## config.mk

```make
export PLATFORM = sky130hd
export DESIGN_NAME = scs_datapath
export DESIGN_NICKNAME = d
export VERILOG_FILES = /design/src/hw/rtl/scs_pkg.sv /design/src/hw/rtl/scs_datapath.sv
export SDC_FILE = /design/constraint.sdc
export NUM_CORES = 1
export LEC_CHECK = 0
export BUFFER_PORTS_ARGS = -buffer_cell sky130_fd_sc_hd__buf_2
export CAP_MARGIN = 15
export CORE_ASPECT_RATIO = 0.75
export CORE_MARGIN = 2
export CORE_UTILIZATION = 44
export DETAILED_ROUTE_END_ITERATION = 12
export HOLD_SLACK_MARGIN = 0.05
export PLACE_DENSITY = 0.57
export SLEW_MARGIN = 20
export SYNTH_ARGS = -nofsm -noshare
export SYNTH_HDL_FRONTEND = slang
export SYNTH_SLANG_ARGS = --single-unit
```

## constraint.sdc

```tcl
create_clock -name clk -period 22.5 [get_ports clk]
set_input_delay 3.375 -clock clk [delete_from_list [all_inputs] [get_ports clk]]
set_output_delay 3.375 -clock clk [all_outputs]
set_load 0.005 [all_outputs]
```

## src/hw/rtl/scs_pkg.sv

```systemverilog
// ----------------------------------------------------------------------------
// scs_pkg: shared types and constants for the column smoother
// Weights, level formats, sequencer states and the control bundle that the
// sequencer hands to the arithmetic datapath.
// ----------------------------------------------------------------------------
package scs_pkg;

  localparam int LEVEL_BITS    = 16;
  localparam int WEIGHT_BITS   = 17;
  localparam int SMOOTH_BITS   = 17;
  localparam int ROWS_CFG_BITS = 11;
  localparam int ROW_OUT_BITS  = 10;
  localparam int MUL_OP_BITS   = 18;
  localparam int PROD_BITS     = 2 * MUL_OP_BITS;
  localparam int CFG_IDX_BITS  = 2;
  localparam int CFG_DATA_BITS = 17;
  localparam int OUT_DATA_BITS = 32;

  // Q1.16 filter weights, rounded to nearest
  localparam logic [WEIGHT_BITS-1:0] W_EDGE_SELF  = 17'd45875;
  localparam logic [WEIGHT_BITS-1:0] W_EDGE_NEIGH = 17'd19661;
  localparam logic [WEIGHT_BITS-1:0] W_SIDE       = 17'd13107;
  localparam logic [WEIGHT_BITS-1:0] W_MID        = 17'd39322;
  localparam logic [WEIGHT_BITS-1:0] W_UNITY      = 17'd65536;

  localparam logic [ROWS_CFG_BITS-1:0] ROWS_RESET   = 11'd1024;
  localparam logic [SMOOTH_BITS-1:0]   SMOOTH_RESET = 17'd32768;
  localparam logic [LEVEL_BITS-1:0]    FLOOR_RESET  = 16'h8800;  // -120.0 dB

  // tap slots of the 3-tap filter
  localparam logic [1:0] TAP_PREV   = 2'd0;
  localparam logic [1:0] TAP_CENTER = 2'd1;
  localparam logic [1:0] TAP_NEW    = 2'd2;

  typedef enum logic [CFG_IDX_BITS-1:0] {
    REG_ROWS   = 2'd0,
    REG_SMOOTH = 2'd1,
    REG_FLOOR  = 2'd2
  } cfg_reg_t;

  typedef enum logic [2:0] {
    ST_CLEAR,
    ST_IDLE,
    ST_MAC,
    ST_READ,
    ST_DIFF,
    ST_MUL,
    ST_UPDATE
  } state_t;

  // which weight set a result uses
  typedef enum logic [1:0] {
    FK_PASS,
    FK_TOP,
    FK_MID,
    FK_BOT
  } kind_t;

  typedef struct packed {
    logic                   acc_clr;
    logic                   acc_add;
    logic                   mul_sel_int;
    logic                   diff_en;
    logic [LEVEL_BITS-1:0]  tap_sample;
    logic [WEIGHT_BITS-1:0] tap_weight;
  } dp_ctl_t;

  function automatic logic [WEIGHT_BITS-1:0] tap_weight(input kind_t kind,
                                                        input logic [1:0] idx);
    logic [WEIGHT_BITS-1:0] w;
    w = '0;
    unique case (kind)
      FK_PASS: w = (idx == TAP_NEW) ? W_UNITY : '0;
      FK_TOP: begin
        if (idx == TAP_CENTER) w = W_EDGE_SELF;
        else if (idx == TAP_NEW) w = W_EDGE_NEIGH;
      end
      FK_MID: w = (idx == TAP_CENTER) ? W_MID : W_SIDE;
      FK_BOT: begin
        if (idx == TAP_PREV) w = W_EDGE_NEIGH;
        else if (idx == TAP_CENTER) w = W_EDGE_SELF;
      end
    endcase
    return w;
  endfunction

endpackage

```

## src/hw/rtl/scs_datapath.sv

```systemverilog
// ----------------------------------------------------------------------------
// scs_datapath: shared multiplier, accumulator and band update
// One 18x18 multiplier serves both the filter taps and the integrator gain.
// ----------------------------------------------------------------------------
module scs_datapath
  import scs_pkg::*;
(
  input  logic                          clk,
  input  dp_ctl_t                       dp_ctl,
  input  logic [SMOOTH_BITS-1:0]        smoothing,
  input  logic signed [LEVEL_BITS-1:0]  band_rd,
  output logic signed [LEVEL_BITS-1:0]  new_band
);

  localparam int DIFF_BITS  = LEVEL_BITS + 1;
  localparam int DELTA_BITS = PROD_BITS - 16;
  localparam int SUM_BITS   = DELTA_BITS + 1;

  logic signed [MUL_OP_BITS-1:0] mul_a, mul_b;
  logic signed [PROD_BITS-1:0]   mult_r;
  logic signed [PROD_BITS-1:0]   acc_r, acc_nxt;
  logic signed [PROD_BITS-1:0]   acc_rnd, prod_rnd;
  logic signed [LEVEL_BITS-1:0]  fval;
  logic signed [LEVEL_BITS-1:0]  band_r;
  logic signed [DIFF_BITS-1:0]   diff_r;
  logic signed [DELTA_BITS-1:0]  delta;
  logic signed [SUM_BITS-1:0]    sum;
  logic signed [SUM_BITS-1:0]    lvl_max, lvl_min;

  // operand select: filter tap or integrator gain
  always_comb begin
    if (dp_ctl.mul_sel_int) begin
      mul_a = MUL_OP_BITS'(diff_r);
      mul_b = $signed(MUL_OP_BITS'(smoothing));
    end else begin
      mul_a = MUL_OP_BITS'($signed(dp_ctl.tap_sample));
      mul_b = $signed(MUL_OP_BITS'(dp_ctl.tap_weight));
    end
  end

  always_comb begin
    acc_nxt = acc_r;
    if (dp_ctl.acc_clr) acc_nxt = '0;
    else if (dp_ctl.acc_add) acc_nxt = acc_r + mult_r;
  end

  always_ff @(posedge clk) begin
    mult_r <= mul_a * mul_b;
    acc_r  <= acc_nxt;
  end

  // round Q8.24 to Q8.8, halves toward +inf
  assign acc_rnd = acc_r + PROD_BITS'(32768);
  assign fval    = acc_rnd[LEVEL_BITS+15:16];

  always_ff @(posedge clk) begin
    if (dp_ctl.diff_en) begin
      band_r <= band_rd;
      diff_r <= DIFF_BITS'(fval) - DIFF_BITS'(band_rd);
    end
  end

  assign prod_rnd = mult_r + PROD_BITS'(32768);
  assign delta    = prod_rnd[PROD_BITS-1:16];
  assign sum      = SUM_BITS'(band_r) + SUM_BITS'(delta);
  assign lvl_max  = SUM_BITS'({1'b0, {(LEVEL_BITS-1){1'b1}}});
  assign lvl_min  = -lvl_max - SUM_BITS'(1);

  always_comb begin
    if (sum > lvl_max) new_band = LEVEL_BITS'(lvl_max);
    else if (sum < lvl_min) new_band = LEVEL_BITS'(lvl_min);
    else new_band = LEVEL_BITS'(sum);
  end

endmodule

```

=== Yosys cells after proc, flatten, opt, wreduce, memory -nomap -nowiden ===
Cells that the tools add are included.

* Add/sub/neg operators: 5
* Multiply operators: 1
* Divide/modulo/power cells: 0
* $lt $le $gt $ge: 2
* Equal/unequal tests: 0
* Shift-type cells: 0
* Multiplexer cells: 4
* Bitwise operators: 0
* Reductions and logical operators: 0

{| class="wikitable"
|+ Operators by type and width
! operator !! count
|-
| $add 36x17->36 const B || 1
|-
| $add 36x36->36 || 1
|-
| $mul 18x18->36 || 1
|-
| $add 32x17->32 const B || 1
|-
| $mux 16 || 2
|-
| $add 16x20->21 || 1
|-
| $gt 21x16->1 const B || 1
|-
| $lt 21x16->1 const B || 1
|-
| $mux 18 || 1
|-
| $mux 17 || 1
|-
| $sub 16x16->17 || 1
|}

* Flip-flop bits (word level): 105
* Bits in latches: 0
* Memory bits (writable): 0
* Memory bits (read-only): 0
* Bits of input ports: 71
* Output and inout port bits: 16
* Word-level logic and storage cells: 16
* Memories: 0

=== Depth between registers and ports, before layout ===
Gate-level depths: netlist of run 1.

* Word-level depth: 5
* Gate-level depth with buffers: 28
* Depth with buffers taken out: 25

=== Least setup slack after synthesis of run 1 ===
No wires, ideal clock.

* Path kind: input to register
* Start: in dp_ctl[34] in the netlist's numbering
* End: reg mult_r[32]
* Arrival time: 10.203 ns
* Required time: 22.428 ns
* Path slack: 12.225 ns
* Cell stages on the path: 25
* Buffers on the path: 3
* Path through: clkbuf_1 -> clkbuf_1 -> buf_1 -> mux2i_1 -> nor2_1 -> fa_1 -> inv_1 -> fa_1 -> fa_1 -> inv_1 -> fa_1 -> fa_1 -> inv_1 -> fa_1 -> inv_1 -> ha_1 -> a21o_1 -> a221oi_2 -> a21oi_1 -> o311ai_1 -> a21oi_1 -> a41oi_1 -> nand2b_1 -> o31ai_2 -> xnor2_1

* Word-level cells in the longest chain between the ends: 2

{| class="wikitable"
|+ Ends and longest elaborated chain
! element !! line !! text
|-
| start, declared || scs_datapath.sv:9 || <nowiki>input dp_ctl_t dp_ctl,</nowiki>
|-
| $mux 18 or $mux 17 (tied branches) || scs_datapath.sv:32 || <nowiki>if (dp_ctl.mul_sel_int) begin</nowiki>
|-
| $mul 18x18->36 (*) || scs_datapath.sv:48 || <nowiki>mult_r <= mul_a * mul_b;</nowiki>
|-
| end signal, assigned || scs_datapath.sv:48 ||
|-
| end, declared || scs_datapath.sv:20 || <nowiki>logic signed [PROD_BITS-1:0] mult_r;</nowiki>
|}

Mark *: on every way between the ends. The rest lies on a longest branch, timed or not.
A chain may end at the register's enable or synchronous reset.

=== Final worst setup path of run 1 ===
* Start: in dp_ctl[34] in the netlist's numbering
* End: reg mult_r[33]

The elaborated chain is that of the path after synthesis.

==> run_summary.xml, run 1 <==
<?xml version="1.0" encoding="UTF-8"?>
<metrics>
  <group name="floorplan">
    <metric name="placeableCoreArea" unit="µm²">41100</metric>
    <metric name="chipWidth" unit="µm">241</metric>
    <metric name="die_span_in_y" unit="µm">181</metric>
    <metric name="std_cell_rows" unit="">64</metric>
    <metric name="die_area" unit="µm²">43600</metric>
    <metric name="io_pins" unit="">87</metric>
    <metric name="floorplan.initialDensity" unit="">0.449</metric>
  </group>
  <group name="synth">
    <metric name="ys_async_sr_fraction" unit="">0</metric>
    <metric name="synth_cell_type_count" unit="">70</metric>
    <metric name="yosys_warnings" unit="">0</metric>
    <metric name="post-synth-top-area-fraction" unit="">0.329</metric>
    <metric name="yosysSeqAreaShare" unit="">0.127</metric>
    <metric name="synth_enable_flop_cells" unit="">33</metric>
    <metric name="syn_area" unit="µm²">18500</metric>
    <metric name="synth-seq-cells" unit="">101</metric>
    <metric name="yosys-top-cells-area" unit="">sky130_fd_sc_hd__fa_1, sky130_fd_sc_hd__ha_1, sky130_fd_sc_hd__inv_1, sky130_fd_sc_hd__dfxtp_1, sky130_fd_sc_hd__edfxtp_1</metric>
    <metric name="syn_avg_cell_area" unit="µm²">8.84</metric>
    <metric name="synth_flop_cell" unit="">sky130_fd_sc_hd__dfxtp_1</metric>
    <metric name="synth_top_cell_by_area" unit="">sky130_fd_sc_hd__fa_1</metric>
    <metric name="synthesis.instances" unit="">2088</metric>
    <metric name="net_count_after_synthesis" unit="">2620</metric>
  </group>
  <group name="status">
    <metric name="status" unit="">finished clean</metric>
  </group>
  <group name="finish">
    <metric name="area_growth_syn_to_layout" unit="%">7.20</metric>
    <metric name="antenna_cells" unit="">0</metric>
    <metric name="fin_util" unit="">0.482</metric>
    <metric name="layout-drive-gt1-share" unit="">0.0805</metric>
    <metric name="nFillCells" unit="">4009</metric>
    <metric name="final_net_count" unit="">2676</metric>
  </group>
  <group name="clock_network">
    <metric name="cts_root_buffer" unit="">sky130_fd_sc_hd__clkbuf_16</metric>
    <metric name="cts-htree-levels" unit="">3</metric>
    <metric name="cts_max_path_buffers" unit="">2</metric>
    <metric name="clkSinkCount" unit="">101</metric>
    <metric name="cts_hold_buffers" unit="">0</metric>
    <metric name="clk-insertion-delay-late" unit="ns">0.36</metric>
    <metric name="worst_setup_hold_path_clk_slew" unit="ns">0.07</metric>
    <metric name="postCtsSetupRepairBufs" unit="">0</metric>
    <metric name="cts_repair_resize_count" unit="">0</metric>
    <metric name="cts_made_buffers" unit="">9</metric>
    <metric name="clock_tree_from_tritoncts" unit="">built</metric>
  </group>
  <group name="sta">
    <metric name="post-route-period-util" unit="">0.485</metric>
    <metric name="clock-skew-final" unit="ns">0.00956</metric>
    <metric name="slew_at_the_pin_closest_to_its_max_slew_limit" unit="ns">1.12</metric>
    <metric name="highest_clock_frequency_the_design_can_meet" unit="MHz">91.7</metric>
    <metric name="hold_viol" unit="">0</metric>
    <metric name="setup-violations-final" unit="">0</metric>
    <metric name="final.min_clock_period" unit="ns">10.90</metric>
    <metric name="final_max_slew_viol_count" unit="">0</metric>
    <metric name="worst_slew_margin_rel" unit="">0.236</metric>
    <metric name="final.setup.tns" unit="ns">0</metric>
    <metric name="grt_setup_unrepaired" unit="">false</metric>
  </group>
  <group name="grt">
    <metric name="pin_count_of_the_biggest_net_entering_global_routing" unit="">63</metric>
    <metric name="grtUsageTotal" unit="">0.231</metric>
    <metric name="grt_pass1_vias" unit="">14700</metric>
    <metric name="grt_overflow" unit="">0</metric>
    <metric name="initial_antenna_violation_count" unit="">0</metric>
    <metric name="wire_length_of_the_first_global_routing_pass" unit="mm">78.5</metric>
  </group>
  <group name="worst_setup_path">
    <metric name="critical_path_cell_count" unit="">22</metric>
    <metric name="worst_path_largest_cell_delay" unit="ns">0.88</metric>
    <metric name="worst-r2r-cell-count" unit="">21</metric>
    <metric name="cp_max_fo" unit="">62</metric>
    <metric name="cp_common_cell" unit="">sky130_fd_sc_hd__fa_1</metric>
    <metric name="worst_setup_path_end_kind" unit="">flip-flop</metric>
    <metric name="timing.critical_path.max_delay_family" unit="">adder cells</metric>
    <metric name="crit_type" unit="">in2reg</metric>
    <metric name="number_of_buffer_and_inverter_stages_on_the_critical_path" unit="">5</metric>
    <metric name="cp_data_arrival_time" unit="ns">11.15</metric>
    <metric name="worst-r2r-setup-slack" unit="ns">15.30</metric>
    <metric name="critical_path.slowest_cell" unit="">sky130_fd_sc_hd__mux2i_2</metric>
    <metric name="crit_chain" unit="">buf_4 -&gt; mux2i_2 -&gt; nor2_1 -&gt; fa_1 -&gt; inv_1 -&gt; fa_1 -&gt; inv_1 -&gt; fa_1 -&gt; inv_1 -&gt; fa_1 -&gt; fa_1 -&gt; fa_1 -&gt; inv_1 -&gt; ha_1 -&gt; and3_1 -&gt; nand3_1 -&gt; a211oi_1 -&gt; o2111ai_1 -&gt; a311oi_1 -&gt; o2111a_1 -&gt; o21ai_0 -&gt; xnor2_1</metric>
    <metric name="crit_required" unit="ns">22.75</metric>
    <metric name="timing.critical_path.from_type" unit="">primary input</metric>
  </group>
  <group name="drt">
    <metric name="detail_route.drc_violations" unit="">0</metric>
    <metric name="avgRoutedWirePerCell" unit="µm">17.3</metric>
    <metric name="drt_pre_antenna_iters" unit="">5</metric>
    <metric name="dr.first_iter.drc_count" unit="">1036</metric>
    <metric name="via_per_inst" unit="">5.21</metric>
    <metric name="vias" unit="">14100</metric>
    <metric name="antenna_violating_nets_post_route" unit="">0</metric>
    <metric name="finalWirelength" unit="mm">46.9</metric>
  </group>
  <group name="hold_path">
    <metric name="worst_hold_path_type" unit="">reg2reg</metric>
    <metric name="hold_path_depth" unit="">2</metric>
  </group>
  <group name="placed_design">
    <metric name="dp.final_hpwl" unit="mm">39.7</metric>
    <metric name="numPortBuffers" unit="">86</metric>
    <metric name="gp_congestion" unit="">0.900</metric>
  </group>
  <group name="job">
    <metric name="maxCapViolations" unit="">0</metric>
  </group>
</metrics>
placed cells by master, fill, tap and decap left out, drive strengths merged, types with 7 or more instances in the layout:
cell type	instances
nor3	28
o31ai	7
or3	8
a21o	35
buf	96
clkbuf	9
xor2	37
and3	12
nor2b	16
edfxtp	33
a21oi	77
nand4	8
nor3b	7
mux2	28
nand2b	28
nor2	191
fa	303
a211oi	13
mux2i	46
xnor2	79
or2	7
inv	437
o21bai	11
ha	158
a31oi	9
and2	9
o22ai	9
dfxtp	68
o21a	14
o21ai	57
nand2	205
nand3	43
Yosys cell counts, drive strengths merged, types with 8 or more instances:
cell type	number
inv	434
fa	303
nand2	205
nor2	191
ha	158
xnor2	79
a21oi	77
dfxtp	68
o21ai	57
mux2i	46
clkbuf	44
nand3	43
xor2	37
a21o	35
edfxtp	33
mux2	28
nand2b	28
nor3	28
nor2b	16
o21a	14
a211oi	13
and3	12
o21bai	11
a31oi	9
and2	9
o22ai	9
nand4	8
or3	8
worst register-to-register path, stage by stage, from the launching register on:
cell and delay, ns:
sky130_fd_sc_hd__edfxtp_1 0.46, sky130_fd_sc_hd__mux2i_1 0.71, sky130_fd_sc_hd__nor2_1 0.15, sky130_fd_sc_hd__fa_1 0.54, sky130_fd_sc_hd__inv_1 0.05, sky130_fd_sc_hd__fa_1 0.49
sky130_fd_sc_hd__inv_1 0.06, sky130_fd_sc_hd__fa_1 0.40, sky130_fd_sc_hd__fa_1 0.49, sky130_fd_sc_hd__inv_1 0.05, sky130_fd_sc_hd__fa_1 0.50, sky130_fd_sc_hd__fa_1 0.49
sky130_fd_sc_hd__inv_1 0.04, sky130_fd_sc_hd__ha_1 0.37, sky130_fd_sc_hd__and3_1 0.27, sky130_fd_sc_hd__nand3_1 0.10, sky130_fd_sc_hd__a211oi_1 0.37, sky130_fd_sc_hd__o2111ai_1 0.28
sky130_fd_sc_hd__a311oi_1 0.67, sky130_fd_sc_hd__o2111a_1 0.32, sky130_fd_sc_hd__o21ai_0 0.14, sky130_fd_sc_hd__xnor2_1 0.15
per-layer routing:
| layer | up-vias | part of all wire | global-route usage |
|---|---|---|---|
| li1 | 6729 | - | - |
| met1 | 7038 | 0.46 | 0.327 |
| met2 | 312 | 0.47 | 0.378 |
| met3 | 38 | 0.056 | 0.0351 |
| met4 | 0 | 0.017 | 0.0457 |
| met5 | - | 0 | 0 |
sequential cells by signal (all words and copies together) (netlist names):
name    count
band_r     16
diff_r     17
acc_r      32
mult_r     36
final timing paths:
check,to,startpoint
min,acc_r[14],acc_r[14]
max,mult_r[33],dp_ctl[34]
max reg2reg,mult_r[33],diff_r[7]
min reg2reg,acc_r[14],acc_r[14]
through the flow:
stage	instance area [µm²]	setup WS [ns]	hold WS (ns)	cells
3_3_place_gp	19500	11.07	0.462	2694
3_5_place_dp	19500	11.21	0.469	2694
2_1_floorplan	18500	12.23	0.450	2088
5_1_grt	19800	11.13	0.508	2710
6_report	19800	11.60	0.479	2710
4_1_cts	19800	11.59	0.482	2710
cell families after synthesis:
logic type,Yosys count,synth area share
AO/OA/AOI/OAI,274,0.100
XOR/XNOR,116,0.0550
adder cells (fa/ha/maj),461,0.436
buffers and inverters,485,0.0994
flip-flops,101,0.127
multiplexers,74,0.0420
AND/OR/NAND/NOR,577,0.140
cell type report:
cell class                      instances  area, µm²  share of cell area
Clock inverter                          7       81.3             0.00411
Sequential cell                       101       2350               0.119
Tap cell                              561        702              0.0355
Multi-Input combinational cell       1502      14300               0.722
Clock buffer                            9        225              0.0114
Timing Repair Buffer                   96        508              0.0257
Inverter                              434       1630              0.0823
Power of run 1 is left out: the tool's default activity adds up to more than one toggle a clock period on the data nets, which glitch-free logic cannot reach.
==> inputs of run 2 (changes only) <==
- ABC_AREA: default -> 1
- PLACE_DENSITY: 0.57 -> 0.6
- clock period: 22.5 -> 9.6 ns (I/O delays scaled with it)
==> run_summary.xml, run 2 <==
<?xml version="1.0" encoding="UTF-8"?>
<metrics>
  <group name="grt">
    <metric name="pin_count_of_the_biggest_net_entering_global_routing" unit="">38</metric>
    <metric name="grt_pass1_vias" unit="">16500</metric>
    <metric name="initial_antenna_violation_count" unit="">1</metric>
    <metric name="grt.met1_usage" unit="">0.408</metric>
    <metric name="gr-max-usage-layer" unit="">met1</metric>
    <metric name="groute.layer.met3.usage" unit="">0.0372</metric>
    <metric name="grt_overflow" unit="">0</metric>
    <metric name="grt_use_met2" unit="">0.390</metric>
    <metric name="wire_length_of_the_first_global_routing_pass" unit="mm">91.6</metric>
    <metric name="grtUsageTotal" unit="">0.263</metric>
  </group>
  <group name="synth">
    <metric name="yosysMostFrequentCell" unit="">sky130_fd_sc_hd__inv_1</metric>
    <metric name="synth_enable_flop_cells" unit="">33</metric>
    <metric name="post-synth-top-area-fraction" unit="">0.314</metric>
    <metric name="yosys-top-cells-area" unit="">sky130_fd_sc_hd__fa_1, sky130_fd_sc_hd__inv_1, sky130_fd_sc_hd__ha_1, sky130_fd_sc_hd__nand2_1, sky130_fd_sc_hd__dfxtp_1</metric>
    <metric name="synth_top_cell_by_area" unit="">sky130_fd_sc_hd__fa_1</metric>
    <metric name="synth_flop_cell" unit="">sky130_fd_sc_hd__dfxtp_1</metric>
    <metric name="synth-seq-cells" unit="">101</metric>
    <metric name="yosys_warnings" unit="">0</metric>
    <metric name="synth_cell_type_count" unit="">49</metric>
    <metric name="net_count_after_synthesis" unit="">3091</metric>
    <metric name="yosysSeqAreaShare" unit="">0.122</metric>
    <metric name="synthesis.instances" unit="">2559</metric>
    <metric name="synth.cells.most_frequent" unit="">sky130_fd_sc_hd__inv_1, sky130_fd_sc_hd__nand2_1, sky130_fd_sc_hd__fa_1</metric>
    <metric name="syn_avg_cell_area" unit="µm²">7.54</metric>
    <metric name="ys_async_sr_fraction" unit="">0</metric>
    <metric name="syn_area" unit="µm²">19300</metric>
  </group>
  <group name="drt">
    <metric name="detail_route.drc_violations" unit="">0</metric>
    <metric name="drt_pre_antenna_iters" unit="">5</metric>
    <metric name="avgRoutedWirePerCell" unit="µm">17.5</metric>
    <metric name="antenna_violating_nets_post_route" unit="">0</metric>
    <metric name="dr.first_iter.drc_count" unit="">1339</metric>
    <metric name="finalWirelength" unit="mm">56.3</metric>
    <metric name="via_per_inst" unit="">5.06</metric>
    <metric name="vias" unit="">16300</metric>
  </group>
  <group name="sta">
    <metric name="final.min_clock_period" unit="ns">8.18</metric>
    <metric name="worst_slew_margin_rel" unit="">0.342</metric>
    <metric name="fin_ws" unit="ns">1.42</metric>
    <metric name="hold_viol" unit="">0</metric>
    <metric name="highest_clock_frequency_the_design_can_meet" unit="MHz">122</metric>
    <metric name="final.setup.tns" unit="ns">0</metric>
    <metric name="final_max_slew_viol_count" unit="">0</metric>
    <metric name="grt_setup_unrepaired" unit="">false</metric>
    <metric name="slew_at_the_pin_closest_to_its_max_slew_limit" unit="ns">0.985</metric>
    <metric name="clock-skew-final" unit="ns">0.0134</metric>
    <metric name="post-route-period-util" unit="">0.852</metric>
    <metric name="setup-violations-final" unit="">0</metric>
    <metric name="hold-worst-slack" unit="ns">0.537</metric>
  </group>
  <group name="clock_network">
    <metric name="cts_repair_resize_count" unit="">0</metric>
    <metric name="clock_tree_from_tritoncts" unit="">built</metric>
    <metric name="cts-htree-levels" unit="">3</metric>
    <metric name="cts_hold_buffers" unit="">0</metric>
    <metric name="clk-insertion-delay-late" unit="ns">0.38</metric>
    <metric name="worst_setup_hold_path_clk_slew" unit="ns">0.08</metric>
    <metric name="cts_root_buffer" unit="">sky130_fd_sc_hd__clkbuf_16</metric>
    <metric name="cts_max_path_buffers" unit="">2</metric>
    <metric name="postCtsSetupRepairBufs" unit="">0</metric>
    <metric name="clkSinkCount" unit="">101</metric>
    <metric name="cts_made_buffers" unit="">9</metric>
  </group>
  <group name="worst_setup_path">
    <metric name="timing.critical_path.from_type" unit="">primary input</metric>
    <metric name="critical_path.slowest_cell" unit="">sky130_fd_sc_hd__fa_1</metric>
    <metric name="number_of_buffer_and_inverter_stages_on_the_critical_path" unit="">5</metric>
    <metric name="crit_type" unit="">in2reg</metric>
    <metric name="cp_data_arrival_time" unit="ns">8.44</metric>
    <metric name="cp_common_cell" unit="">sky130_fd_sc_hd__fa_1</metric>
    <metric name="timing.critical_path.max_delay_family" unit="">adder cells</metric>
    <metric name="crit_required" unit="ns">9.87</metric>
    <metric name="cp_max_fo" unit="">33</metric>
    <metric name="crit_chain" unit="">buf_2 -&gt; inv_1 -&gt; nand2_1 -&gt; nand2_1 -&gt; nand2_1 -&gt; fa_1 -&gt; fa_1 -&gt; inv_1 -&gt; fa_1 -&gt; fa_1 -&gt; fa_1 -&gt; inv_1 -&gt; fa_1 -&gt; inv_1 -&gt; ha_1 -&gt; nand2_1 -&gt; nor3_1 -&gt; nand3_1 -&gt; nand3_1 -&gt; a21oi_1 -&gt; xnor2_1</metric>
    <metric name="worst_path_largest_cell_delay" unit="ns">0.72</metric>
    <metric name="worst_setup_path_end_kind" unit="">flip-flop</metric>
  </group>
  <group name="status">
    <metric name="status" unit="">finished clean</metric>
  </group>
  <group name="finish">
    <metric name="post-route-cell-area" unit="µm²">20700</metric>
    <metric name="layout_common_cells" unit="">sky130_fd_sc_hd__inv_1, sky130_fd_sc_hd__nand2_1, sky130_fd_sc_hd__fa_1</metric>
    <metric name="commonest_non_fill_non_tap_cell_in_the_layout" unit="">sky130_fd_sc_hd__inv_1</metric>
    <metric name="largest_register_ff_count" unit="">36</metric>
    <metric name="layout-drive-gt1-share" unit="">0.0701</metric>
    <metric name="area_growth_syn_to_layout" unit="%">7.53</metric>
    <metric name="largest_registers_ranked_by_flip_flop_count" unit="">mult_r: 36 flops, acc_r: 32 flops, diff_r: 17 flops</metric>
    <metric name="top_register" unit="">mult_r</metric>
    <metric name="final_net_count" unit="">3165</metric>
  </group>
  <group name="hold_path">
    <metric name="worst_hold_path_type" unit="">reg2reg</metric>
  </group>
  <group name="floorplan">
    <metric name="floorplan.initialDensity" unit="">0.446</metric>
    <metric name="placeableCoreArea" unit="µm²">43300</metric>
    <metric name="std_cell_rows" unit="">66</metric>
    <metric name="chipWidth" unit="µm">246</metric>
    <metric name="die_area" unit="µm²">45600</metric>
    <metric name="io_pins" unit="">87</metric>
    <metric name="die_span_in_y" unit="µm">185</metric>
  </group>
  <group name="placed_design">
    <metric name="gp_congestion" unit="">0.937</metric>
    <metric name="numPortBuffers" unit="">86</metric>
    <metric name="placement.cell_area" unit="µm²">20400</metric>
    <metric name="dp.final_hpwl" unit="mm">48.8</metric>
    <metric name="preCtsSetupSlack" unit="ns">1.11</metric>
  </group>
  <group name="job">
    <metric name="maxCapViolations" unit="">0</metric>
  </group>
</metrics>
-- run 2: changes by cell type in the layout (fill, tap and decap cells not counted), moves of 28 or more --
cell and delta:
sky130_fd_sc_hd__nand2_1 +295, sky130_fd_sc_hd__inv_1 +198, sky130_fd_sc_hd__mux2i_1 -41, sky130_fd_sc_hd__o21ai_0 +47, sky130_fd_sc_hd__xnor2_1 -41, sky130_fd_sc_hd__mux2_2 -28
sky130_fd_sc_hd__xor2_1 +31, sky130_fd_sc_hd__a21oi_1 +52, sky130_fd_sc_hd__a21o_1 -28, sky130_fd_sc_hd__nor2_1 +81
-- run 2: kinds of logic after synthesis --
group                    share of synthesized area
AND/OR/NAND/NOR                              0.199
buffers and inverters                        0.136
adder cells (fa/ha/maj)                      0.417
AO/OA/AOI/OAI                               0.0773
XOR/XNOR                                    0.0490
flip-flops                                   0.122
-- run 2: final timing paths --
kind / startpoint / endpoint / slack (ns) / depth (start not counted)
setup / recovery: dp_ctl[34] / mult_r[31] / 1.42 / 21
hold / removal: acc_r[31] / acc_r[31] / 0.54 / 2
setup reg to reg: diff_r[11] / mult_r[23] / 2.83 / 21
hold reg to reg: acc_r[31] / acc_r[31] / 0.54 / 2
-- run 2: layout make-up --
type,instances,area (µm²)
clock buffer,10,250
sequential,101,2350
fill,4421,22500
tap,578,723
multi-input combinational,1773,14300
inverter,640,2400
timing repair buffer,108,596
clock inverter,6,93.8
antenna,1,2.50
-- run 2: metal layers --
metal,wire length (µm),up-vias
met2,23300,468
met3,3690,53
met5,0,-
li1,-,7815
met1,28300,7928
met4,1040,0
-- run 2: stage by stage --
stage,instances,util
after CTS,3216,0.479
after detailed placement,3200,0.471
after floorplan,2559,-
final,3217,0.479
after global routing,3217,0.479
after global placement,3198,0.471
-- run 2: worst reg2reg max path: cells and delay by family, from the launching register on --
| family | cells | cell delay (ns) |
|---|---|---|
| compound gates | 5 | 1.16 |
| buf+inv | 4 | 0.78 |
| simple gates | 4 | 0.74 |
| xor+xnor | 1 | 0.18 |
| flops | 1 | 0.36 |
| fa+ha+maj | 7 | 3.46 |
Power of run 2 is left out for the same reason.
