--- src/hw/rtl/scs_pkg.sv ---
// ----------------------------------------------------------------------------
// scs_pkg: shared types and constants for the column smoother
// Weights, level formats, sequencer states and the control bundle that the
// sequencer hands to the arithmetic datapath.
// ----------------------------------------------------------------------------
package scs_pkg;

  localparam int LEVEL_BITS    = 16;
  localparam int WEIGHT_BITS   = 17;
  localparam int SMOOTH_BITS   = 17;
  localparam int ROWS_CFG_BITS = 11;
  localparam int ROW_OUT_BITS  = 10;
  localparam int MUL_OP_BITS   = 18;
  localparam int PROD_BITS     = 2 * MUL_OP_BITS;
  localparam int CFG_IDX_BITS  = 2;
  localparam int CFG_DATA_BITS = 17;
  localparam int OUT_DATA_BITS = 32;

  // Q1.16 filter weights, rounded to nearest
  localparam logic [WEIGHT_BITS-1:0] W_EDGE_SELF  = 17'd45875;
  localparam logic [WEIGHT_BITS-1:0] W_EDGE_NEIGH = 17'd19661;
  localparam logic [WEIGHT_BITS-1:0] W_SIDE       = 17'd13107;
  localparam logic [WEIGHT_BITS-1:0] W_MID        = 17'd39322;
  localparam logic [WEIGHT_BITS-1:0] W_UNITY      = 17'd65536;

  localparam logic [ROWS_CFG_BITS-1:0] ROWS_RESET   = 11'd1024;
  localparam logic [SMOOTH_BITS-1:0]   SMOOTH_RESET = 17'd32768;
  localparam logic [LEVEL_BITS-1:0]    FLOOR_RESET  = 16'h8800;  // -120.0 dB

  // tap slots of the 3-tap filter
  localparam logic [1:0] TAP_PREV   = 2'd0;
  localparam logic [1:0] TAP_CENTER = 2'd1;
  localparam logic [1:0] TAP_NEW    = 2'd2;

  typedef enum logic [CFG_IDX_BITS-1:0] {
    REG_ROWS   = 2'd0,
    REG_SMOOTH = 2'd1,
    REG_FLOOR  = 2'd2
  } cfg_reg_t;

  typedef enum logic [2:0] {
    ST_CLEAR,
    ST_IDLE,
    ST_MAC,
    ST_READ,
    ST_DIFF,
    ST_MUL,
    ST_UPDATE
  } state_t;

  // which weight set a result uses
  typedef enum logic [1:0] {
    FK_PASS,
    FK_TOP,
    FK_MID,
    FK_BOT
  } kind_t;

  typedef struct packed {
    logic                   acc_clr;
    logic                   acc_add;
    logic                   mul_sel_int;
    logic                   diff_en;
    logic [LEVEL_BITS-1:0]  tap_sample;
    logic [WEIGHT_BITS-1:0] tap_weight;
  } dp_ctl_t;

  function automatic logic [WEIGHT_BITS-1:0] tap_weight(input kind_t kind,
                                                        input logic [1:0] idx);
    logic [WEIGHT_BITS-1:0] w;
    w = '0;
    unique case (kind)
      FK_PASS: w = (idx == TAP_NEW) ? W_UNITY : '0;
      FK_TOP: begin
        if (idx == TAP_CENTER) w = W_EDGE_SELF;
        else if (idx == TAP_NEW) w = W_EDGE_NEIGH;
      end
      FK_MID: w = (idx == TAP_CENTER) ? W_MID : W_SIDE;
      FK_BOT: begin
        if (idx == TAP_PREV) w = W_EDGE_NEIGH;
        else if (idx == TAP_CENTER) w = W_EDGE_SELF;
      end
    endcase
    return w;
  endfunction

endpackage

--- src/hw/rtl/scs_ctrl.sv ---
// ----------------------------------------------------------------------------
// scs_ctrl: row sequencer for the column smoother
// Tracks the row position and tap samples, steps the shared datapath through
// each result, runs the band clearing sweep and holds the output register.
// ----------------------------------------------------------------------------
module scs_ctrl
  import scs_pkg::*;
#(
  parameter int MAX_ROWS = 1024
) (
  input  logic                                         clk,
  input  logic                                         rst_n,
  input  logic                                         in_tvalid,
  output logic                                         in_tready,
  input  logic                                         in_tuser,
  input  logic [LEVEL_BITS-1:0]                        in_tdata,
  output logic                                         out_tvalid,
  input  logic                                         out_tready,
  output logic [OUT_DATA_BITS-1:0]                     out_tdata,
  output logic                                         out_tlast,
  input  logic [ROWS_CFG_BITS-1:0]                     rows_in_use,
  input  logic [LEVEL_BITS-1:0]                        floor_level,
  input  logic signed [LEVEL_BITS-1:0]                 new_band,
  output dp_ctl_t                                      dp_ctl,
  output logic                                         ram_we,
  output logic [((MAX_ROWS > 1) ? $clog2(MAX_ROWS) : 1)-1:0] ram_waddr,
  output logic [LEVEL_BITS-1:0]                        ram_wdata,
  output logic [((MAX_ROWS > 1) ? $clog2(MAX_ROWS) : 1)-1:0] ram_raddr
);

  localparam int RW       = (MAX_ROWS > 1) ? $clog2(MAX_ROWS) : 1;
  localparam int CNT_BITS = ($clog2(MAX_ROWS + 1) > ROWS_CFG_BITS) ?
                            $clog2(MAX_ROWS + 1) : ROWS_CFG_BITS;
  localparam logic [CNT_BITS-1:0] MAX_CNT  = CNT_BITS'(MAX_ROWS);
  localparam logic [RW-1:0]       LAST_ROW = RW'(MAX_ROWS - 1);
  localparam int OUT_PAD = OUT_DATA_BITS - ROW_OUT_BITS - LEVEL_BITS;

  state_t state_r, state_nxt;
  kind_t  kind_r;
  logic [1:0]            cnt_r;
  logic [RW-1:0]         row_pos_r, p_r, emit_row_r, clr_cnt_r;
  logic                  second_r, done_r;
  logic [LEVEL_BITS-1:0] prev_r, center_r, s_r, fill_r;
  logic                  out_valid_r, out_done_r;
  logic [ROW_OUT_BITS-1:0] out_row_r;
  logic [LEVEL_BITS-1:0] out_band_r;

  logic [CNT_BITS-1:0] rows_ext, rows_eff, rows_m1, pos_ext, p_ext;
  logic [RW-1:0]       p_cur, p_inc, p_dec;
  logic                is_last, is_short, p_zero, p_one;
  logic                accept, out_free, load_out;
  logic [31:0]         row_wide;

  // effective row count and wrapped row position
  always_comb begin
    rows_ext = CNT_BITS'(rows_in_use);
    if (rows_ext == '0) rows_eff = CNT_BITS'(1);
    else if (rows_ext > MAX_CNT) rows_eff = MAX_CNT;
    else rows_eff = rows_ext;
    rows_m1  = rows_eff - CNT_BITS'(1);
    pos_ext  = CNT_BITS'(row_pos_r);
    p_cur    = (pos_ext >= rows_eff) ? '0 : row_pos_r;
    p_ext    = CNT_BITS'(p_cur);
    p_inc    = p_cur + RW'(1);
    p_dec    = p_cur - RW'(1);
    is_last  = (p_ext == rows_m1);
    is_short = (rows_eff <= CNT_BITS'(2));
    p_zero   = (p_cur == '0);
    p_one    = (p_ext == CNT_BITS'(1));
  end

  assign accept   = in_tvalid && (state_r == ST_IDLE);
  assign out_free = !out_valid_r || out_tready;
  assign load_out = (state_r == ST_UPDATE) && out_free;

  // next state
  always_comb begin
    state_nxt = state_r;
    unique case (state_r)
      ST_CLEAR:  if (clr_cnt_r == LAST_ROW) state_nxt = ST_IDLE;
      ST_IDLE: begin
        if (accept) begin
          if (in_tuser) state_nxt = ST_CLEAR;
          else if (is_short || !p_zero) state_nxt = ST_MAC;
        end
      end
      ST_MAC:    if (cnt_r == TAP_NEW) state_nxt = ST_READ;
      ST_READ:   state_nxt = ST_DIFF;
      ST_DIFF:   state_nxt = ST_MUL;
      ST_MUL:    state_nxt = ST_UPDATE;
      ST_UPDATE: if (out_free) state_nxt = second_r ? ST_MAC : ST_IDLE;
    endcase
  end

  // outputs of the sequencer
  always_comb begin
    in_tready          = (state_r == ST_IDLE);
    dp_ctl.acc_clr     = (state_r == ST_MAC) && (cnt_r == TAP_PREV);
    dp_ctl.acc_add     = ((state_r == ST_MAC) && (cnt_r != TAP_PREV)) ||
                         (state_r == ST_READ);
    // keep the gain product steady while the update step waits on the output
    dp_ctl.mul_sel_int = (state_r == ST_MUL) || (state_r == ST_UPDATE);
    dp_ctl.diff_en     = (state_r == ST_DIFF);
    dp_ctl.tap_weight  = tap_weight(kind_r, cnt_r);
    unique case (cnt_r)
      TAP_PREV:   dp_ctl.tap_sample = prev_r;
      TAP_CENTER: dp_ctl.tap_sample = center_r;
      default:    dp_ctl.tap_sample = s_r;
    endcase
    ram_we    = (state_r == ST_CLEAR) || load_out;
    ram_waddr = (state_r == ST_CLEAR) ? clr_cnt_r : emit_row_r;
    ram_wdata = (state_r == ST_CLEAR) ? fill_r : new_band;
    ram_raddr = emit_row_r;
  end

  always_ff @(posedge clk) begin
    if (!rst_n) begin
      state_r   <= ST_CLEAR;
      clr_cnt_r <= '0;
      fill_r    <= FLOOR_RESET;
      row_pos_r <= '0;
      prev_r    <= '0;
      center_r  <= '0;
      cnt_r     <= '0;
      second_r  <= 1'b0;
    end else begin
      state_r <= state_nxt;
      unique case (state_r)
        ST_CLEAR: begin
          clr_cnt_r <= (clr_cnt_r == LAST_ROW) ? '0 : clr_cnt_r + RW'(1);
        end
        ST_IDLE: begin
          if (accept) begin
            if (in_tuser) begin
              // latch the floor now: config may change during the sweep
              fill_r    <= floor_level;
              row_pos_r <= '0;
              clr_cnt_r <= '0;
            end else begin
              s_r   <= in_tdata;
              cnt_r <= TAP_PREV;
              if (is_short) begin
                kind_r     <= FK_PASS;
                emit_row_r <= p_cur;
                done_r     <= is_last;
                second_r   <= 1'b0;
                row_pos_r  <= is_last ? '0 : p_inc;
              end else if (p_zero) begin
                center_r  <= in_tdata;
                row_pos_r <= p_inc;
              end else begin
                kind_r     <= p_one ? FK_TOP : FK_MID;
                emit_row_r <= p_dec;
                done_r     <= 1'b0;
                second_r   <= is_last;
                p_r        <= p_cur;
                row_pos_r  <= is_last ? '0 : p_inc;
              end
            end
          end
        end
        ST_MAC: begin
          if (cnt_r == TAP_NEW) begin
            cnt_r <= TAP_PREV;
            // advance the tap window once the interior or top row is summed
            if (kind_r == FK_TOP || kind_r == FK_MID) begin
              prev_r   <= center_r;
              center_r <= s_r;
            end
          end else begin
            cnt_r <= cnt_r + 2'd1;
          end
        end
        ST_UPDATE: begin
          if (out_free && second_r) begin
            second_r   <= 1'b0;
            kind_r     <= FK_BOT;
            emit_row_r <= p_r;
            done_r     <= 1'b1;
            cnt_r      <= TAP_PREV;
          end
        end
        default: ;
      endcase
    end
  end

  // output register
  assign row_wide = 32'(emit_row_r);

  always_ff @(posedge clk) begin
    if (!rst_n) begin
      out_valid_r <= 1'b0;
    end else if (load_out) begin
      out_valid_r <= 1'b1;
    end else if (out_tready) begin
      out_valid_r <= 1'b0;
    end
  end

  always_ff @(posedge clk) begin
    if (load_out) begin
      out_row_r  <= row_wide[ROW_OUT_BITS-1:0];
      out_band_r <= new_band;
      out_done_r <= done_r;
    end
  end

  assign out_tvalid = out_valid_r;
  assign out_tdata  = {{OUT_PAD{1'b0}}, out_band_r, out_row_r};
  assign out_tlast  = out_done_r;

endmodule

--- config.mk ---
export PLATFORM = sky130hd
export DESIGN_NAME = scs_ctrl
export DESIGN_NICKNAME = d
export VERILOG_FILES = /design/src/hw/rtl/scs_pkg.sv /design/src/hw/rtl/scs_ctrl.sv
export SDC_FILE = /design/constraint.sdc
export NUM_CORES = 1
export LEC_CHECK = 0
export ABC_AREA = 1
export BUFFER_PORTS_ARGS = -buffer_cell sky130_fd_sc_hd__buf_2
export CORE_ASPECT_RATIO = 1.2
export CORE_MARGIN = 8
export CORE_UTILIZATION = 45
export CTS_CLUSTER_SIZE = 25
export DETAILED_ROUTE_END_ITERATION = 7
export GPL_TIMING_DRIVEN = 0
export PLACE_DENSITY_LB_ADDON = 0.05
export SETUP_SLACK_MARGIN = 0.3
export SYNTH_ARGS = -nofsm -noshare
export SYNTH_HDL_FRONTEND = slang
export SYNTH_SLANG_ARGS = --single-unit
--- constraint.sdc ---
create_clock -name clk -period 6.2 [get_ports clk]
set_input_delay 0.93 -clock clk [delete_from_list [all_inputs] [get_ports clk]]
set_output_delay 0.93 -clock clk [all_outputs]
set_load 0.005 [all_outputs]
# ---- Yosys cells after proc, flatten, opt, wreduce, memory -nomap -nowiden
# Index checks and enable logic that the tools add are counted.
dict set report word_totals {
  register_bits 141
  inputBits 64
  out_inout_bits 109
  elab_cells 157
}
dict set report op_classes {
  n_addsub 5
  order_cmp 3
  eq_ne 26
  mux 68
  bitwise_logic 3
  n_reduce_logical 35
}
# operator n
set op_table {}
lappend op_table {{$mux 16} 11}
lappend op_table {{$mux 10} 14}
lappend op_table {{$pmux 17 s4} 1}
lappend op_table {{$pmux 16 s2} 2}
lappend op_table {{$pmux 10 s2} 2}
lappend op_table {{$mux 11} 2}
lappend op_table {{$mux 2} 11}
lappend op_table {{$pmux 3 s7} 1}
lappend op_table {{$add 10x1->10 const B} 2}
lappend op_table {{$mux 3} 6}
lappend op_table {{$mux 17} 1}
lappend op_table {{$mux 15} 1}
lappend op_table {{$mux 1} 12}
lappend op_table {{$ne 2x1->1 const B} 6}
lappend op_table {{$reduce_and 6->1} 2}
lappend op_table {{$eq 10x11->1} 1}
lappend op_table {{$ge 10x11->1} 1}
lappend op_table {{$gt 11x11->1 const B} 1}
lappend op_table {{$le 11x2->1 const B} 1}
lappend op_table {{$logic_not 11->1} 1}
lappend op_table {{$sub 11x1->11 const B} 1}
lappend op_table {{$eq 10x1->1 const B} 1}
lappend op_table {{$eq 10x10->1 const B} 1}
lappend op_table {{$logic_not 10->1} 1}
lappend op_table {{26 further kinds} 57}

# ---- Depth between registers and ports, before layout
# Gate-level depths: netlist of the first run.
dict set report depth {
  ltp_word 12
  depth_mapped 27
}

# ---- Worst setup path before layout of the first run
# No wires, ideal clock.
dict set report synth_path {
  path_kind {input-to-reg}
  from {input port rows_in_use[7]}
  to {register done_r, enable pin}
  setup_ps 382
  arrival_ps 3824
  path_slack_ps 1994
  stages 23
  path_cell_list {nor2_1 > nand3_1 > nor2_1 > nor2_1 > nor2_1 > inv_1 > ha_1 > nand2_1 > inv_1 > nand2_2 > inv_1 > nand2_1 > nand2_1 > nor2_1 > nand3_1 > ha_1 > nand2_2 > nor2_4 > nand2_1 > nand2_1 > nand2_1 > nand2_1 > nor2_1}
}
dict set report synth_via {
  elab_chain_len 8
  elab_cells_between_ends 10
  classes_between {3 x order compare; 1 x eq/ne; 3 x mux; 3 x reduce/logical}
}
# item line_no
set synth_rtl {}
lappend synth_rtl {{from (decl)} scs_ctrl.sv:21} ;# input logic [ROWS_CFG_BITS-1:0] rows_in_use,
lappend synth_rtl {{$gt 11x11->1} scs_ctrl.sv:58} ;# else if (rows_ext > MAX_CNT) rows_eff = MAX_CNT;
lappend synth_rtl {{$mux 11} scs_ctrl.sv:58}
lappend synth_rtl {{$mux 11 *} scs_ctrl.sv:57} ;# if (rows_ext == '0) rows_eff = CNT_BITS'(1);
lappend synth_rtl {{$ge 10x11->1} scs_ctrl.sv:62} ;# p_cur = (pos_ext >= rows_eff) ? '0 : row_pos_r;
lappend synth_rtl {{$mux 10} scs_ctrl.sv:62}
lappend synth_rtl {{$logic_not 10->1} scs_ctrl.sv:68} ;# p_zero = (p_cur == '0);
lappend synth_rtl {{$ne 3x3->1 (no source line) *} -}
lappend synth_rtl {{$reduce_and 6->1 (no source line) *} -}
lappend synth_rtl {{to (signal assigned)} scs_ctrl.sv:145} ;# done_r <= is_last;
lappend synth_rtl {{to (decl)} scs_ctrl.sv:42} ;# logic second_r, done_r;
# Mark *: on every way between the ends. The rest lies on a longest branch, timed or not.
# A chain may end at the register's enable or synchronous reset.

# ---- Worst setup path after layout of the first run
dict set report layout_path {
  from {input port rows_in_use[3]}
  to {register kind_r[1], enable pin}
}
dict set report layout_via {
  elab_chain_len 8
  elab_cells_between_ends 10
  classes_between {3 x order compare; 1 x eq/ne; 3 x mux; 3 x reduce/logical}
}
# item line_no
set layout_rtl {}
lappend layout_rtl {{$gt 11x11->1} scs_ctrl.sv:58}
lappend layout_rtl {{$mux 11} scs_ctrl.sv:58}
lappend layout_rtl {{$mux 11 *} scs_ctrl.sv:57}
lappend layout_rtl {{$ge 10x11->1} scs_ctrl.sv:62}
lappend layout_rtl {{$mux 10} scs_ctrl.sv:62}
lappend layout_rtl {{$logic_not 10->1} scs_ctrl.sv:68}
lappend layout_rtl {{$ne 3x3->1 (no source line) *} -}
lappend layout_rtl {{$reduce_and 6->1 (no source line) *} -}
lappend layout_rtl {{to (signal assigned)} scs_ctrl.sv:152} ;# kind_r <= p_one ? FK_TOP : FK_MID;
lappend layout_rtl {{to (decl)} scs_ctrl.sv:39} ;# kind_t kind_r;
# Marks and branches as above.

==> summary.txt, run 1 <==
Run status
  • Status: finished clean

GRT
  • Largest net degree at the start of global routing: 17
  • M2 GR Usage: 38.5%
  • Total Routing Usage GR: 20.9%
  • Initial antenna violation count: 0
  • First-pass GRT wire length: 36200 microns
  • GRT Max-Usage Layer: met2
  • GR Util met3: 4.17%
  • Met1 Use GR: 22.7%
  • Grt ovf: 0
  • Vias in the first global route: 7125

Power
  • Pwr Density: 225 nW/um^2
  • Final total power: 2.15 mW
  • Proportion of power drawn by the clock network: 49.1%
  • Leakage power: 4.40 nW
  • Comb pwr share: 5.6%
  • VDD IR max: 0.000183 V
  • Flop pwr share: 45.3%
  • Switch share: 22.8%
  • Net Switching: 0.490 mW
  • Internal: 1.66 mW

Timing
  • Achievable Freq: 206 MHz
  • Final min period: 4.86 ns
  • Fin Hold WS: 0.423 ns
  • Actual slew at the worst max-slew pin: 1.16 ns
  • Post-Route Skew: 0.00894 ns
  • Slew Limit Fails: 0
  • Final worst slack: 1.34 ns
  • Count of final setup violators: 0
  • Worst rel slew slack: 22.2%
  • Setup TNS: 0 ns
  • Final hold vios: 0
  • RSZ-0062 raised after global routing: no
  • Tcrit/Tclk final: 78.4%

Die
  • Die width: 136 microns
  • Die area: 21800 sq um
  • Initial Util: 46.1%
  • Chip height: 160 microns
  • Row Count: 52
  • Core Area: 16900 sq um
  • Io pins: 173

Setup path
  • Crit path top cell by count: nand2_1
  • Crit path buf inv count: 4
  • Slowest stage delay, CP: 0.88 ns
  • Setup crit end kind: flop
  • R2R cell count: 17
  • Worst EP required: 6.24 ns
  • CP Capture Point: kind_r[1]$_SDFFCE_PP1P_
  • Setup CP Type: in -> reg
  • CP delay by family, top: simple AND/OR/NAND/NOR gates
  • Crit. path cell count: 24
  • Worst R2R End: kind_r[1]$_SDFFCE_PP1P_
  • Crit-path cells: buf_2 > nor2_1 > nand3_1 > nor2_1 > nor2_1 > nor2_1 > inv_1 > ha_1 > nand2_1 > inv_1 > nand2_2 > inv_1 > nand2_1 > nand2_1 > nor2_1 > nand3_1 > ha_1 > nand2_2 > nor2_4 > nand2_1 > nand2_1 > nand2_1 > nand2_1 > nor2_1
  • Critical Path Start Type: input pin
  • Crit path max-delay cell type: nor2_1
  • Critical path startpoint: rows_in_use[3]
  • Arr. time, crit path: 4.90 ns
  • Largest fanout on the critical path: 13
  • FF-to-FF setup slack: 2.40 ns
  • Worst reg2reg startpoint: row_pos_r[5]$_SDFFE_PN0P_

Logic synthesis
  • Post-synthesis compound-gate area fraction: 14.1%
  • Synth Area in Adders: 4.18%
  • Xor/xnor share of the synthesized area: 1.69%
  • Synth area leader: edfxtp_1
  • Synth unique cells: 41
  • #FFs+latches synth: 141
  • Yosys top cell area share: 25.4%
  • Sequential fraction of the synthesis area: 44.7%
  • Largest family of logic cells by synthesized area: simple AND/OR/NAND/NOR gates
  • Synth Area in Simple Gates: 24.8%
  • Largest cells by area after synthesis: edfxtp_1 (25%), dfxtp_1 (19%), nand2_1 (12%), inv_1 (6.7%), o21ai_0 (6.0%)
  • Synth warn: 0
  • Mapped Cells: 1012
  • Cell Area, Synth: 7790 sq um
  • Mux contribution to synthesized area: 0%
  • Post-Syn Area per Cell: 7.70 sq um

Clock tree
  • CTS tree: done
  • CTS H-tree lvls: 4
  • Post_cts resized: 0
  • Cts hold-fix bufs: 0
  • CTS sink count: 141
  • Clock Path Buffers: 2
  • Cts bufs inserted: 17
  • Clock latency on the worst-skew pair: 0.43 ns
  • Root buffer cell: clkbuf_16
  • Setup bufs post-CTS: 0
  • Clock slew at reported path FFs: 0.06 ns

Placement
  • I/O Buffers: 164
  • Dpl hpwl: 17700 microns
  • Cell count after placement: 1399
  • Pre-CTS WS: 0.862 ns
  • Dpl cell area: 8930 sq um
  • GPL Wtd Cong: 0.887

Route
  • Vias: 7147
  • TritonRoute pass-1 iters: 6
  • Iter 0 DRT Violations: 406
  • Final WL: 22700 microns
  • WL/cell: 15.9 microns
  • Detail Route Antenna Nets: 0
  • DR vias/cell: 4.99
  • DRC: 0

Layout
  • Nets: 1292
  • Area Overhead vs Synth: 22.6%
  • Post-route cell area: 9550 sq um
  • Non-Filler Instances: 1431
  • Finished Core Util: 56.4%
  • Layout cell share with drive strength beyond 1: 21.6%
  • N_diodes: 0
  • Fillers: 1672

Flow run
  • Max Cap Viol: 0

Min path
  • Worst hold path type: reg -> reg
  • Hold path startpoint: done_r$_SDFFCE_PP1P_
how the worst min path moves through the flow:
stage	depth (start not counted)	slack [ns]	endpoint
floorplan	0	0.40	out_tlast$_DFFE_PP_
global placement	0	0.40	out_tlast$_DFFE_PP_
detailed placement	0	0.41	out_tlast$_DFFE_PP_
CTS	0	0.43	out_tlast$_DFFE_PP_
global route	0	0.44	out_tlast$_DFFE_PP_
finish	0	0.42	out_tlast$_DFFE_PP_
layout make-up:
type | count | area (sq um) | area share [%]
inverters | 146 | 552 | 5.78
repair buffers | 166 | 851 | 8.91
flip-flops and latches | 141 | 3480 | 36.5
multi-input cells | 683 | 3520 | 36.9
clock inverters | 14 | 183 | 1.91
plain buffers | 47 | 260 | 2.73
well taps | 216 | 270 | 2.83
clock buffers | 18 | 429 | 4.50
routing by layer:
metal	routed length, microns	vias to the layer above
met5	0	-
met4	573	0
met3	996	35
met2	11900	153
met1	9170	3300
li1	-	3659
placed cells by master, fill, tap and decap left out, drive strengths merged:
master | Yosys | final
nand2 | 257 | 257
buf | 21 | 187
inv | 142 | 147
nor2 | 114 | 114
o21ai | 108 | 108
dfxtp | 75 | 75
edfxtp | 66 | 66
a21oi | 59 | 59
clkbuf | 26 | 44
nand3 | 42 | 42
ha | 26 | 26
o221ai | 16 | 16
xor2 | 15 | 15
nand4 | 12 | 12
nor3 | 11 | 11
clkinv | 4 | 7
conb | 1 | 6
a31oi | 4 | 4
a211oi | 3 | 3
clkinvlp | 0 | 3
bufinv | 0 | 3
o41ai | 2 | 2
o21a | 2 | 2
nor3b | 2 | 2
a22o | 1 | 1
nor4 | 1 | 1
a2bb2oi | 1 | 1
and3 | 1 | 1
kinds of logic after synthesis:
family,count (synthesis)
fa+ha+maj,26
simple gates,440
xor+xnor,15
buf+inv,193
other cells,1
compound gates,196
flops,141
synthesized netlist by cell type (all sizes together):
library cell and n:
o21ai 108, nor4 1, dfxtp 75, buf 21, a31oi 4, o41ai 2
nand3 42, ha 26, inv 142, nor3 11, nor2 114, edfxtp 66
a211oi 3, a22o 1, conb 1, xor2 15, a2bb2oi 1, clkbuf 26
nand2 257, nand4 12, a21oi 59, o221ai 16, o21a 2, nor3b 2
and3 1, clkinv 4
flip-flops by register name (all words and copies together) (netlist names), 2 cells and up:
signal      count
out_band_r     16
center_r       16
out_row_r      10
s_r            16
p_r            10
kind_r          2
prev_r         16
state_r         3
cnt_r           2
row_pos_r      10
ram_raddr      10
clr_cnt_r      10
fill_r         16
power groups by stage:
stage	combinational (mW)	clock, mW	sequential, mW
after floorplan	0.0742	0	0.992
after global placement	0.120	0	0.992
after detailed placement	0.120	0	0.992
after CTS	0.121	1.07	0.972
after global routing	0.137	1.10	0.972
final	0.121	1.05	0.972
No activity file was read; power rests on OpenSTA's default activity.
==> run 2, diff against run 1 <==
==> constraint.sdc (replaced) <==
create_clock -name clk -period 4.1 [get_ports clk]
set_input_delay 0.615 -clock clk [delete_from_list [all_inputs] [get_ports clk]]
set_output_delay 0.615 -clock clk [all_outputs]
set_load 0.005 [all_outputs]
==> run 2 against run 1 <==
  * Sequential share of layout area is 0.68 points lower
  * Register-to-register slack worse by 1.2 ns
  * Core utilization is 1.1 points higher
  * First-iteration DRC count is 3.2% lower
  * Hold slack worse by 0.040 ns
  * Critical path type unchanged
  * Clock power is 57% higher
  * Largest cell class unchanged
==> summary.txt, run 2 (synthesis results as in run 1) <==
Run status
  • Status: finished clean

GRT
  • Vias in the first global route: 7076
  • Grt ovf: 0
  • First-pass GRT wire length: 35900 microns
  • Largest net degree at the start of global routing: 17
  • Initial antenna violation count: 0
  • Total Routing Usage GR: 20.7%

Placement
  • I/O Buffers: 164
  • Dpl hpwl: 17700 microns
  • GPL Wtd Cong: 0.914
  • Dpl cell area: 8940 sq um
  • Pre-CTS WS: -0.626 ns

Clock tree
  • Clock latency on the worst-skew pair: 0.42 ns
  • CTS tree: done
  • Clock Path Buffers: 2
  • Clock slew at reported path FFs: 0.06 ns
  • Cts hold-fix bufs: 0
  • Cts bufs inserted: 17
  • CTS H-tree lvls: 4
  • CTS sink count: 141
  • Root buffer cell: clkbuf_16

Die
  • Io pins: 173
  • Core Area: 16900 sq um
  • Row Count: 52
  • Die area: 21800 sq um
  • Initial Util: 46.1%
  • Die width: 136 microns
  • Chip height: 160 microns

Route
  • WL met3: 1020 microns
  • TritonRoute pass-1 iters: 4
  • Final WL: 22700 microns
  • DRC: 0
  • Detail Route Antenna Nets: 0
  • Routed met1 length: 9150 microns
  • Vias: 7230
  • Detail Route met2 WL: 12000 microns
  • DR top layer: met4
  • Iter 0 DRT Violations: 393
  • WL/cell: 15.8 microns
  • DR vias/cell: 5.02

Power
  • VDD IR max: 0.000297 V
  • Leakage power: 4.48 nW
  • Pwr Density: 341 nW/um^2

Timing
  • Post-Route Skew: 0.00741 ns
  • Actual slew at the worst max-slew pin: 0.818 ns
  • Count of final setup violators: 0
  • RSZ-0062 raised after global routing: no
  • Slew Limit Fails: 0
  • Tcrit/Tclk final: 88.4%
  • Final hold vios: 0
  • Achievable Freq: 276 MHz
  • Final worst slack: 0.474 ns
  • Final min period: 3.63 ns
  • Worst rel slew slack: 45.4%

Layout
  • Nets: 1300
  • Fillers: 1637
  • Reg area: 3480 sq um
  • Post-route cell area: 9730 sq um
  • Commonest non-fill, non-tap cell in the layout: nand2_1
  • Commonest non-fill, non-tap cells in the layout: nand2_1 (245), buf_2 (165), inv_1 (139)
  • N_diodes: 0
  • Layout cell share with drive strength beyond 1: 23.1%
  • Area Overhead vs Synth: 24.9%
  • Area of the multi-input gates: 3570 sq um

Setup path
  • Setup crit end kind: flop
  • Setup CP Type: in -> reg
  • Crit-path cells: buf_2 > nor2_1 > nand3_2 > nor2_1 > nor2_1 > nor2_2 > inv_1 > ha_1 > nand2_1 > inv_1 > nand2_2 > inv_1 > a21oi_2 > nand3_4 > nor2_4 > inv_1 > nand2_1 > nor2_4 > nand2_1 > nand2_1 > nand2_1 > nand2_1 > nor2_4 > buf_12
  • Arr. time, crit path: 3.76 ns
  • Worst EP required: 4.23 ns
  • Crit path max-delay cell type: ha_1
  • Crit path top cell by count: nand2_1
  • Critical Path Start Type: input pin
  • Slowest stage delay, CP: 0.32 ns
  • Largest fanout on the critical path: 13
  • R2R cell count: 17

Min path
  • Worst hold path type: in -> reg
  • Hold Path Stages: 1

Flow run
  • Max Cap Viol: 0
[run 2: changes by cell type in the layout (fill, tap and decap cells not counted), moves of 2 or more]
cell / before / now
nand2_1: 250 / 245
inv_6: 5 / 2
nor2_1: 87 / 84
nand3_1: 38 / 36
nand2_2: 7 / 11
clkbuf_16: 17 / 21
buf_4: 16 / 22
nor2_2: 15 / 17
buf_12: 0 / 2
[run 2: worst max-delay path: cells and delay by family]
kind | cells | cell delay [ns]
simple gates | 16 | 1.98
buf+inv | 6 | 0.64
fa+ha+maj | 1 | 0.32
compound gates | 1 | 0.20
[run 2: stage by stage]
| stage | hold WS, ns | power [mW] | instances | setup TNS (ns) | util (%) |
|---|---|---|---|---|---|
| finish | 0.384 | 3.31 | 1439 | 0 | 57.5 |
| floorplan | 0.400 | 1.61 | 1017 | 0 | - |
| global route | 0.365 | 3.42 | 1439 | 0 | 57.5 |
| CTS | 0.368 | 3.33 | 1432 | 0 | 56.9 |
| global placement | 0.402 | 1.68 | 1397 | -14.09 | 52.6 |
| detailed placement | 0.432 | 1.68 | 1399 | -14.42 | 52.8 |
[run 2: path summary, 6_finish.rpt]
| path | from | to | slack, ns |
|---|---|---|---|
| max | rows_in_use[3] | ram_raddr[1]$_DFFE_PP_ | 0.47 |
| min | in_tdata[7] | s_r[7]$_DFFE_PP_ | 0.38 |
| max reg2reg | row_pos_r[5]$_SDFFE_PN0P_ | ram_raddr[1]$_DFFE_PP_ | 1.18 |
| min reg2reg | fill_r[1]$_SDFFE_PN0P_ | fill_r[1]$_SDFFE_PN0P_ | 0.45 |
[run 2: report_power, final]
part           leakage, nW  switching (mW)  internal [mW]  total (mW)
registers             1.19         0.00160           1.47        1.47
logic                 2.97           0.117         0.0717       0.189
clock network        0.311           0.605           1.05        1.65
[run 2: per-layer routing]
layer / vias up / GRT usage, %
met3: 28 / 3.67
met4: 0 / 6.80
met5: - / 0
met1: 3362 / 22.8
li1: 3684 / -
met2: 156 / 38.6
[run 2: final cells by class]
class	count	area share, %
Multi-Input combinational cell	683	36.7
Sequential cell	141	35.8
Timing Repair Buffer	174	9.62
Inverter	146	5.67
Clock buffer	23	5.48
Tap cell	216	2.78
Buffer	47	2.68
Clock inverter	9	1.22
[run 2: timing repair]
action / CTS / global route
pin swaps: 1 / 5
resized for setup: 3 / 11
setup endpoints to repair: 35 / 43
buffers inserted: 1 / 7
hold endpoints to repair: 0 / 0
